$ cat src/design/c2mp_pkg.sv
package c2mp_pkg;

   localparam int SAMPLE_WIDTH = 16;
   localparam int RES_W = 16;

   localparam int ANG_STAGES = 31;
   localparam int FRAC_SHIFT = 61 - SAMPLE_WIDTH;
   localparam int XY_W = 64;
   localparam int ANG_W = 34;

   localparam int PH_LAT = ANG_STAGES + 2;
   localparam int MAG_LAT = SAMPLE_WIDTH + 3;
   localparam int PIPE_LAT = (PH_LAT > MAG_LAT) ? PH_LAT : MAG_LAT;

   localparam logic signed [ANG_W-1:0] QUARTER_TURN = 34'sh0_4000_0000;
   localparam logic signed [ANG_W-1:0] ROUND_HALF = 34'sh0_0000_8000;

   // Arctangent of 2^-i in units of pi/2^31.
   localparam logic [31:0] ATAN_TAB [ANG_STAGES] = '{
      32'h20000000, 32'h12E4051E, 32'h09FB385B, 32'h051111D4, 32'h028B0D43,
      32'h0145D7E1, 32'h00A2F61E, 32'h00517C55, 32'h0028BE53, 32'h00145F2F,
      32'h000A2F98, 32'h000517CC, 32'h00028BE6, 32'h000145F3, 32'h0000A2FA,
      32'h0000517D, 32'h000028BE, 32'h0000145F, 32'h00000A30, 32'h00000518,
      32'h0000028C, 32'h00000146, 32'h000000A3, 32'h00000051, 32'h00000029,
      32'h00000014, 32'h0000000A, 32'h00000005, 32'h00000003, 32'h00000001,
      32'h00000001
   };

   typedef struct packed {
      logic en;
      logic valid;
   } pipe_ctl_type;

endpackage

$ cat src/design/c2mp_sqrt.sv
module c2mp_sqrt (
   input  logic                                        clock,
   input  logic                                        reset,
   input  c2mp_pkg::pipe_ctl_type                      ctl,
   input  logic signed [c2mp_pkg::SAMPLE_WIDTH-1:0]    real_in,
   input  logic signed [c2mp_pkg::SAMPLE_WIDTH-1:0]    imag_in,
   output logic                                        valid_out,
   output logic [c2mp_pkg::RES_W-1:0]                  magnitude
);

   localparam int SW = c2mp_pkg::SAMPLE_WIDTH;
   localparam int DW = 2 * c2mp_pkg::SAMPLE_WIDTH;
   localparam int RW = c2mp_pkg::SAMPLE_WIDTH + 3;
   localparam int MW = 33;
   localparam int LAT = c2mp_pkg::PIPE_LAT;
   localparam int PAD = c2mp_pkg::PIPE_LAT - c2mp_pkg::MAG_LAT;

   logic [SW-1:0] are, aim;
   logic [DW-1:0] sq_re_ff, sq_im_ff;
   logic [DW-1:0] rad_ff [SW+1];
   logic [SW-1:0] root_ff [SW+1];
   logic [RW-1:0] rem_ff [SW+1];
   logic [c2mp_pkg::RES_W-1:0] mag_ff [PAD+1];
   logic [LAT-1:0] vld_ff;

   assign are = real_in[SW-1] ? SW'(-real_in) : SW'(real_in);
   assign aim = imag_in[SW-1] ? SW'(-imag_in) : SW'(imag_in);

   always_ff @(posedge clock) begin
      if (ctl.en) begin
         sq_re_ff  <= DW'(are) * DW'(are);
         sq_im_ff  <= DW'(aim) * DW'(aim);
         rad_ff[0] <= sq_re_ff + sq_im_ff;
         root_ff[0] <= '0;
         rem_ff[0]  <= '0;
      end
   end

   // Restoring square root, one root bit per stage.
   for (genvar k = 0; k < SW; k++) begin : g_digit
      logic [RW-1:0] rem_sh, trial, rem_in;
      logic [SW-1:0] root_in;

      assign rem_sh = {rem_ff[k][RW-3:0], rad_ff[k][DW-1 -: 2]};
      assign trial  = RW'({root_ff[k], 2'b01});

      always_comb begin
         if (rem_sh >= trial) begin
            rem_in  = rem_sh - trial;
            root_in = {root_ff[k][SW-2:0], 1'b1};
         end else begin
            rem_in  = rem_sh;
            root_in = {root_ff[k][SW-2:0], 1'b0};
         end
      end

      always_ff @(posedge clock) begin
         if (ctl.en) begin
            rad_ff[k+1]  <= rad_ff[k] << 2;
            root_ff[k+1] <= root_in;
            rem_ff[k+1]  <= rem_in;
         end
      end
   end

   logic [MW-1:0] rounded;
   logic [c2mp_pkg::RES_W-1:0] mag_in;

   assign rounded = MW'(root_ff[SW]) + MW'(rem_ff[SW] > RW'(root_ff[SW]));
   assign mag_in  = (rounded > MW'(16'hFFFF)) ? 16'hFFFF : rounded[c2mp_pkg::RES_W-1:0];

   always_ff @(posedge clock) begin
      if (ctl.en) begin
         mag_ff[0] <= mag_in;
         for (int j = 1; j <= PAD; j++) begin
            mag_ff[j] <= mag_ff[j-1];
         end
      end
   end

   always_ff @(posedge clock) begin
      if (reset) begin
         vld_ff <= '0;
      end else if (ctl.en) begin
         vld_ff <= {vld_ff[LAT-2:0], ctl.valid};
      end
   end

   assign valid_out = vld_ff[LAT-1];
   assign magnitude = mag_ff[PAD];

   a_rem_bound: assert property (@(posedge clock) disable iff (reset)
      vld_ff[SW+1] |-> rem_ff[SW] <= RW'({root_ff[SW], 1'b0}))
      else $error("Square root remainder exceeds twice the root.");

endmodule

$ cat config.mk
export PLATFORM = sky130hd
export DESIGN_NAME = c2mp_sqrt
export DESIGN_NICKNAME = d
export VERILOG_FILES = /design/src/design/c2mp_pkg.sv /design/src/design/c2mp_sqrt.sv
export SDC_FILE = /design/constraint.sdc
export NUM_CORES = 2
export LEC_CHECK = 0
export ABC_AREA = 1
export ABC_CLOCK_PERIOD_IN_PS = 6800
export BUFFER_PORTS_ARGS = -buffer_cell sky130_fd_sc_hd__buf_4
export CORE_ASPECT_RATIO = 0.5
export CORE_MARGIN = 3
export CORE_UTILIZATION = 40
export CTS_CLUSTER_DIAMETER = 30
export CTS_CLUSTER_SIZE = 8
export DETAILED_ROUTE_END_ITERATION = 8
export PLACE_DENSITY_LB_ADDON = 0.3
export SYNTH_ARGS = -nofsm -noshare
export SYNTH_HDL_FRONTEND = slang
export SYNTH_SLANG_ARGS = --single-unit
$ cat constraint.sdc
create_clock -name clock -period 6.8 [get_ports clock]
set_input_delay 0.68 -clock clock [delete_from_list [all_inputs] [get_ports clock]]
set_output_delay 0.68 -clock clock [all_outputs]
set_load 0.02 [all_outputs]
==> results.yml <==
synthesis:
  yosys.area.top_type: "edfxtp_1"
  ys_warn_count: 0
  yosysMostFrequentCell: "nand2_1"
  avgSynthCellArea_sq_um: 9.50
  synth-async-reset-ratio: 0
  syn-cell-area_sq_um: 62300
  synthDistinctLibCells: 52
  synth_area_leaders: "edfxtp_1, nand2_1, fa_1"
  synth_edf_count: 966
  netlist_top_cells_count: "nand2_1, inv_1, edfxtp_1"
  synth_cells: 6553
  synth_top_cell_area_share: 0.466
  ys_ff_latch: 999
  synth_top_flop_cell: "edfxtp_1"
  yosysSeqAreaShare: 0.476
power_and_ir_drop:
  p_clk_frac: 0.214
  swShare: 0.427
  switchingPower_uw: 15900
  internal-power_uw: 21300
  power-per-cell-area_nw_per_um2: 521
  leakagePower_uw: 0.0332
  p_comb_frac: 0.541
  seqPwrFrac: 0.245
  irDropWorstVdd_mv: 0.643
detailed_routing:
  drt_pre_antenna_iters: 5
  vias: 42500
  routed_wl_microns: 128000
  drc_errors: 0
  antenna_left: 0
  drtIter0Drc: 2361
  avgViaCountPerCell: 4.72
  routedWlPerCell_microns: 14.2
grt:
  grt_max_degree: 195
  grt_pass1_wl_microns: 214000
  grt_use_total: 0.163
  grt_antenna_before_repair: 0
  grt_pass1_vias: 42800
  grt_overflow: 0
critical_path:
  required_ns: 7.29
  path_class: "in2reg"
  crit_path_top_delay_cell: "fa_1"
  path_max_fanout: 6
  crit_arrival_ns: 6.67
  worstSetupStartpointType: "primary input"
  critPathMaxStageDelay_ns: 0.56
  crit_path_end_kind: "flop"
cells_and_area:
  nFillCells: 14400
  fin_nets: 7608
  stdcell_count: 9003
  multi_input_area_sq_um: 27600
  regArea_sq_um: 29700
  drive_gt1_frac: 0.0723
  num_antenna_cells: 0
  final_util: 0.465
  postLayoutCellArea_sq_um: 71300
  area_growth_pct: 14.4
clocking:
  tritoncts: "built"
  hold_buffers: 0
  clock_sinks: 999
  cts-root-buf: "clkbuf_16"
  post_cts_resized: 0
  clk_path_buf_depth: 3
  cts_buffers: 172
  insertion_delay_ns: 0.75
  cts_setup_buffers: 0
  clk_pin_slew_ns: 0.05
  h-tree-depth: 4
timing:
  min_period_ns: 6.18
  setup_tns_ns: 0
  maxSlewViolCount: 0
  max_freq_ghz: 0.162
  skew_ns: 0.0405
  max_slew_margin: 0.284
  setup_viol_count_final: 0
  worst_slew_pin_slew_ns: 1.07
  hold_violations: 0
  rsz0062_at_grt: "no"
  fin_crit_sh: 0.909
  finalWorstSetupSlack_ns: 0.616
floorplanning:
  die_x_microns: 564
  placementRows: 101
  initial_core_util: 0.407
  dieArea_sq_um: 161000
  die_h_microns: 285
  core_area_sq_um: 153000
  ios: 53
place:
  post_dp_cell_area_sq_um: 65900
  post-place-ws_ns: -0.0760
  gp_congestion: 0.904
  dp_hpwl_microns: 99100
  dp_cells: 8736
  io_buffers: 52
flow_run:
  drv_cap: 0
worst_hold_path:
  worstHoldPathType: "in2reg"
status:
  outcome: "complete, no violations"
-- through the flow --
stage / total power [uW] / hold WS, ns
2_1_floorplan: 22900 / 0.400
5_1_grt: 40900 / 0.187
4_1_cts: 37500 / 0.137
6_report: 37200 / 0.199
3_3_place_gp: 29200 / 0.400
3_5_place_dp: 29200 / 0.405
-- power groups by stage --
stage	registers (uW)	clock network, uW	logic (uW)
after CTS	9110	8190	20200
after global routing	9190	8500	23200
after global placement	9200	0	20000
after floorplan	8970	0	14000
after detailed placement	9210	0	20000
final	9110	7960	20100
-- area by class of cell --
type / count / area share
Timing Repair Buffer: 173 / 0.0194
Inverter: 1251 / 0.0659
Multi-Input combinational cell: 4253 / 0.387
Sequential cell: 999 / 0.416
Clock buffer: 197 / 0.0626
Clock inverter: 70 / 0.0128
Tap cell: 2060 / 0.0362
-- flip-flops by register name, summed over array words and instances (netlist names) --
name,count
sq_im_ff,31
rem_ff,256
vld_ff,33
sq_re_ff,31
mag_ff,240
rad_ff,272
root_ff,136
-- cell usage in the layout (no fill, tap or decap), types with 13 or more instances in the layout --
cell / Yosys / final
o21ai_0: 163 / 163
nand3_1: 326 / 326
a21oi_1: 284 / 284
and2_1: 13 / 13
clkbuf_16: 0 / 174
o21bai_1: 20 / 20
inv_2: 24 / 24
o21ai_1: 17 / 17
nor2_2: 14 / 14
inv_1: 1227 / 1227
xnor2_1: 45 / 45
nor2_1: 470 / 470
dfxtp_1: 33 / 33
clkinv_2: 0 / 17
bufinv_16: 0 / 13
conb_1: 2 / 23
clkbuf_1: 23 / 21
nor3_1: 63 / 63
buf_4: 17 / 166
edfxtp_1: 966 / 966
nand2_1: 1767 / 1767
nand3b_1: 36 / 36
fa_1: 327 / 327
xor2_1: 127 / 127
nand2_2: 14 / 14
nand4_1: 77 / 77
ha_1: 395 / 395
-- worst max-delay path: cells and delay by family --
family / cells / cell delay [ns]
adder cells (fa/ha/maj): 8 / 3.55
AND/OR/NAND/NOR: 9 / 1.26
buffers and inverters: 8 / 0.73
XOR/XNOR: 1 / 0.28
AO/OA/AOI/OAI: 1 / 0.15
-- metal layers --
| metal | vias to the layer above | share of wire | GRT usage |
|---|---|---|---|
| met4 | 0 | 0.022 | 0.0477 |
| met1 | 19900 | 0.46 | 0.215 |
| met3 | 210 | 0.041 | 0.0273 |
| li1 | 21700 | - | - |
| met2 | 694 | 0.48 | 0.276 |
| met5 | - | 0 | 0 |
-- cells by family after synthesis --
logic type      after synthesis  share of synthesized area
compound gates              506                     0.0426
xor+xnor                    176                     0.0256
simple gates               2826                      0.188
flops                       999                      0.476
fa+ha+maj                   722                      0.184
other cells                   2                   0.000121
buf+inv                    1322                     0.0824
-- path summary, 6_finish.rpt --
kind | startpoint | end | slack (ns) | cells past startpoint
hold / removal | ctl[0] | vld_ff[0]$_SDFFE_PP0P_ | 0.20 | 3
setup / recovery | real_in[1] | sq_re_ff[27]$_DFFE_PP_ | 0.62 | 27
hold reg to reg | rad_ff[0][10]$_DFFE_PP_ | rad_ff[0][44]$_DFFE_PP_ | 0.39 | 0
setup reg to reg | root_ff[2][11]$_DFFE_PP_ | mag_ff[0][8]$_SDFFCE_PN1P_ | 2.88 | 16
Power figures use the tool's default switching activity.
